## config.mk

```make
export PLATFORM = sky130hd
export DESIGN_NAME = cmk_ctrl
export DESIGN_NICKNAME = d
export VERILOG_FILES = /design/src/hdl/cmk_pkg.sv /design/src/hdl/cmk_ctrl.sv
export SDC_FILE = /design/constraint.sdc
export NUM_CORES = 1
export LEC_CHECK = 0
export ABC_CLOCK_PERIOD_IN_PS = 2400
export BUFFER_PORTS_ARGS = -buffer_cell sky130_fd_sc_hd__buf_2
export CAP_MARGIN = 15
export CORE_UTILIZATION = 25
export CTS_CLUSTER_SIZE = 25
export DETAILED_ROUTE_END_ITERATION = 6
export PLACE_DENSITY_LB_ADDON = 0.12
export SLEW_MARGIN = 20
export SYNTH_ARGS = -nofsm -noshare
export SYNTH_HDL_FRONTEND = slang
export SYNTH_SLANG_ARGS = --single-unit
export TNS_END_PERCENT = 50
```

## constraint.sdc

```tcl
create_clock -name clock -period 2.4 [get_ports clock]
set_clock_uncertainty 0.05 [all_clocks]
set_input_delay 0.12 -clock clock [delete_from_list [all_inputs] [get_ports clock]]
set_output_delay 0.12 -clock clock [all_outputs]
set_load 0.05 [all_outputs]
```

## src/hdl/cmk_pkg.sv

```systemverilog
package cmk_pkg;

   localparam int STEP_W = 5;
   localparam logic [STEP_W-1:0] ACC_STEPS = 5'd16;
   localparam logic [STEP_W-1:0] KAP_STEPS = 5'd15;

   typedef struct packed {
      logic drop_inc;
      logic pix_rd;
      logic pix_wr;
      logic rpt_init;
      logic rd_row;
      logic rd_col;
      logic cls_emit;
      logic p_add;
      logic k_inc;
      logic mul_nn;
      logic mul_nc;
      logic acc_start;
      logic acc_take;
      logic kap_prep;
      logic kap_start;
      logic sum_emit;
      logic sweep_rst;
      logic clr_wr;
   } cmk_cmd_type;

   typedef struct packed {
      logic pix_drop;
      logic pix_skip;
      logic j_last;
      logic k_last;
      logic div_done;
      logic sweep_last;
   } cmk_sts_type;

   function automatic logic [31:0] inc32(input logic [31:0] a);
      inc32 = (a == 32'hFFFF_FFFF) ? a : a + 32'd1;
   endfunction

endpackage

```

## src/hdl/cmk_ctrl.sv

```systemverilog
module cmk_ctrl (
   input  logic                 clock,
   input  logic                 reset,
   input  logic                 start,
   input  logic                 req_type,
   input  cmk_pkg::cmk_sts_type sts,
   output cmk_pkg::cmk_cmd_type cmd,
   output logic                 busy
);

   localparam logic [3:0] S_CLR  = 4'd0;
   localparam logic [3:0] S_IDLE = 4'd1;
   localparam logic [3:0] S_PIX  = 4'd2;
   localparam logic [3:0] S_ROW  = 4'd3;
   localparam logic [3:0] S_COL  = 4'd4;
   localparam logic [3:0] S_WAIT = 4'd5;
   localparam logic [3:0] S_CLS  = 4'd6;
   localparam logic [3:0] S_PADD = 4'd7;
   localparam logic [3:0] S_NN   = 4'd8;
   localparam logic [3:0] S_NC   = 4'd9;
   localparam logic [3:0] S_DIVA = 4'd10;
   localparam logic [3:0] S_KPRE = 4'd11;
   localparam logic [3:0] S_KST  = 4'd12;
   localparam logic [3:0] S_DIVK = 4'd13;

   logic [3:0] state_ff, state_in;

   always_comb begin
      cmd      = '0;
      state_in = state_ff;
      unique case (state_ff)
         S_CLR: begin
            cmd.clr_wr = 1'b1;
            if (sts.sweep_last) state_in = S_IDLE;
         end
         S_IDLE: begin
            if (start) begin
               if (req_type) begin
                  cmd.rpt_init = 1'b1;
                  state_in     = S_ROW;
               end else if (sts.pix_drop) begin
                  cmd.drop_inc = 1'b1;
               end else if (!sts.pix_skip) begin
                  cmd.pix_rd = 1'b1;
                  state_in   = S_PIX;
               end
            end
         end
         S_PIX: begin
            cmd.pix_wr = 1'b1;
            state_in   = S_IDLE;
         end
         S_ROW: begin
            cmd.rd_row = 1'b1;
            if (sts.j_last) state_in = S_COL;
         end
         S_COL: begin
            cmd.rd_col = 1'b1;
            if (sts.j_last) state_in = S_WAIT;
         end
         S_WAIT: state_in = S_CLS;
         S_CLS: begin
            cmd.cls_emit = 1'b1;
            state_in     = S_PADD;
         end
         S_PADD: begin
            cmd.p_add = 1'b1;
            if (sts.k_last) begin
               state_in = S_NN;
            end else begin
               cmd.k_inc = 1'b1;
               state_in  = S_ROW;
            end
         end
         S_NN: begin
            cmd.mul_nn    = 1'b1;
            cmd.acc_start = 1'b1;
            state_in      = S_NC;
         end
         S_NC: begin
            cmd.mul_nc = 1'b1;
            state_in   = S_DIVA;
         end
         S_DIVA: begin
            if (sts.div_done) begin
               cmd.acc_take = 1'b1;
               state_in     = S_KPRE;
            end
         end
         S_KPRE: begin
            cmd.kap_prep = 1'b1;
            state_in     = S_KST;
         end
         S_KST: begin
            cmd.kap_start = 1'b1;
            state_in      = S_DIVK;
         end
         S_DIVK: begin
            if (sts.div_done) begin
               cmd.sum_emit  = 1'b1;
               cmd.sweep_rst = 1'b1;
               state_in      = S_CLR;
            end
         end
         default: state_in = S_CLR;
      endcase
   end

   always_ff @(posedge clock) begin
      if (reset) begin
         state_ff <= S_CLR;
      end else begin
         state_ff <= state_in;
      end
   end

   assign busy = state_ff != S_IDLE;

endmodule

```

Yosys cells after proc, flatten, opt, wreduce, memory -nomap -nowiden
Index checks and enable logic that the tools add are counted.
W data, S select, Z words.
- flip-flop bits (word level): 4
- input bits: 10
- output and inout port bits: 19
- word-level logic and storage cells: 60
- equal/unequal tests: 22
- multiplexer cells: 35
- reductions and logical operators: 2
- operators by type and width (operator ; number):
    $pmux W4 S14 ; 1
    $mux W4 ; 10
    $eq A4 B4 Y1 const B ; 6
    $mux W1 ; 18
    $eq A4 B3 Y1 const B ; 4
    $mux W2 ; 6
    $ne A2 B2 Y1 const B ; 6
    $eq A4 B2 Y1 const B ; 2
    $reduce_and A8 Y1 ; 1
    $ne A3 B3 Y1 const B ; 2
    $eq A4 B1 Y1 const B ; 1
    $logic_not A4 Y1 ; 1
    $ne A4 B1 Y1 const B ; 1

Longest topological paths before layout
- depth in word-level cells: 5
- gate-level depth with buffers: 7
- mapped depth without buffers: 6

Least setup slack after synthesis
Ideal clock, no wire load.
- path kind: flip-flop to output port
- from: register state_ff[2]
- to: output cmd[16] in the netlist's numbering
- arrival time: 2.218 ns
- required time: 2.230 ns
- slack: 0.012 ns
- stages on the path, launching flop included: 5
- path buffers: 0
- cells stage by stage: dfxtp_1 -> nand2b_2 -> nor3_2 -> nand2_1 -> nor4_1
- RTL lines (item ; line ; RTL):
    from (decl) ; cmk_ctrl.sv:26 ; logic [3:0] state_ff, state_in;
    from (signal assigned) ; cmk_ctrl.sv:113 ; state_ff <= state_in;
    to (decl) ; cmk_ctrl.sv:7 ; output cmk_pkg::cmk_cmd_type cmd,

==> out/metrics.cfg <==
[timing]
max_slew_margin_pct=57.9
fmax_mhz=496
rsz0062_at_grt=no
hold_viol=0
setup_viol=0
tns_ns=0
period_minus_slack_ns=2.01
slew_violations=0
worst_pin_slew_ns=0.630
worst_slack_ns=0.385
min_period_over_period_pct=83.9

[layout]
final_cell_mix=28 x buf_2, 12 x nor2_1, 6 x nand2b_1, 6 x a21oi_1
fin_cells=131
drive_above_1_share_pct=37.5
top_regs=state_ff: 4 flops
area_growth_pct=26.0
layout_commonest_cell=buf_2
largest_reg_flops=4
diodes=0
max_flop_register=state_ff
nFillCells=233
nNetsFinal=116

[place]
dp.cells=128
place_congestion=0.711
portBuffers=28
post-place-ws_ns=0.454
dp_hpwl_um=1110

[yosys]
synthMuxAreaShare_pct=3.65
yosys.area_share.xor_xnor_pct=0
synth-compound-area-share_pct=21.2
yosysSeqAreaShare_pct=14.6
yosys_warnings=0
synth_nets=91
synth.distinct_cells=31
yosys.area_share.simple_pct=47.3
synth.avg_cell_area_um2=6.77
synth_top_family_by_area=simple AND/OR/NAND/NOR gates
synthesis.area_um2=548
synth_fa_ha_area_share_pct=0
syn_inst=81
synth-seq-cells=4

[grt]
grt.met2_usage_pct=20.4
top_usage_layer=met2
grt_pass1_wl_um=2300
grt_use_met3_pct=4.05
grt.overflow.total=0
use_met1_pct=15.5
grt_max_degree=22
grt_pass1_vias=517
grt_usage_pct=12.2
antenna_found_initial=0

[cts]
cts_tree=built
clk_path_buf_depth=2
cts_hold_buffers=0
cts.clk_slew.worst_paths_ns=0.04
clock_latency_ns=0.24
cts_sinks=4
post_cts_buffers=0
cts_resized=0
cts-htree-levels=1
ctsRootBufferMaster=clkbuf_4
cts_buffers=3

[setup_path]
path_max_fanout=19
critical_path_class=reg2out
critPathMaxStageDelay_ns=0.67
crit_chain=nand2b_2 > nor3_2 > nand2_1 > nor4_1 > buf_2
worstPathRequired_ns=2.23
end_kind=output pin
cp-start-kind=register
cp.arrival_ns=1.84
critPathSlowestCell=dfxtp_1
reg2reg_setup_slack_ns=0.44

[pwr]
p_leak_nw=0.304
worst_ir_drop_vdd_uv=592
fin_total_pwr_w=0.000643
p_per_area_nw_per_um2=931

[floorplanning]
ios=29
dieArea_um2=2380
core_um2=2000
initial_core_util_pct=27.4
rows=16
fp.dieW_um=48.8
dieHeight_um=48.8

[detailed_routing]
dr_total_vias=625
wl_per_cell_um=11.2
drt_iter0_drc=10
routed_wl_um=1470
routed_via_density=4.77
drcViolationCount=0
detail-route-antenna-nets=0
drt_pass1_iterations=4

[run]
max_cap_viol_count=0

[status]
status=finished, final reports clean

[worst_hold_path]
hold_class=in2reg

-- area by class of cell --
cell class	count	area (µm²)	share of cell area (%)
Multi-Input combinational cell	66	395	57.2
Timing Repair Buffer	30	155	22.5
Sequential cell	4	80.1	11.6
Tap cell	27	33.8	4.89
Clock buffer	3	22.5	3.26
Inverter	1	3.75	0.543
-- stage by stage --
step / area (µm²) / hold WS (ns) / util [%]
6_report: 691 / 0.108 / 34.5
4_1_cts: 691 / 0.104 / 34.5
3_5_place_dp: 668 / 0.358 / 33.4
2_1_floorplan: 548 / 0.149 / -
5_1_grt: 691 / 0.121 / 34.5
3_3_place_gp: 668 / 0.352 / 33.4
-- where the power goes --
group	switching, W	total [W]	internal (W)
clock	0.0000298	0.0000859	0.0000561
sequential	0.0000618	0.000145	0.0000835
combinational	0.000271	0.000412	0.000141
total	0.000363	0.000643	0.000280
-- worst paths after layout --
path / start / cells after the start / end
setup / recovery: state_ff[0] / 5 / cmd[16]
hold / removal: reset / 2 / state_ff[2]
setup reg to reg: state_ff[0] / 4 / state_ff[3]
hold reg to reg: state_ff[1] / 2 / state_ff[2]
-- Yosys cell counts --
master    instances  area, µm²
nor2_1           12       45.0
a22oi_1           1       7.51
nand3b_1          1       7.51
nand2_1           5       18.8
nor3_1            4       20.0
mux2i_1           2       20.0
and3_1            1       6.26
buf_6             2       22.5
o21ai_0           5       25.0
nor4_1            2       12.5
o31ai_2           1       12.5
o21bai_1          2       15.0
o22ai_1           1       6.26
nor3_2            1       10.0
buf_4             4       30.0
or4b_4            1       13.8
clkinv_1          1       3.75
nor2b_1           2       12.5
nand2b_2          1       8.76
nand2b_1          6       37.5
or3_1             1       6.26
a2111o_1          1       11.3
o221ai_1          1       8.76
a21oi_1           6       30.0
nor3b_1           4       30.0
nand3_1           3       15.0
clkbuf_1          3       11.3
or2_2             1       6.26
dfxtp_1           4       80.1
buf_2             1       5.00
or3b_2            1       8.76
-- layer usage --
metal	share of wire, %	wire length [µm]	vias up
li1	-	-	329
met1	48	705	279
met2	48	704	17
met3	4.3	63	0
met4	0	0	0
met5	0	0	-
-- cell families after synthesis --
family / after synthesis
compound gates: 18
buf+inv: 11
flops: 4
mux: 2
simple gates: 46
-- worst max-delay path: cells and delay by family (launching register included) --
kind	cells	cell delay, ns
flops	1	0.67
simple gates	4	0.63
buf+inv	1	0.31
No activity file was read; power rests on OpenSTA's default activity.
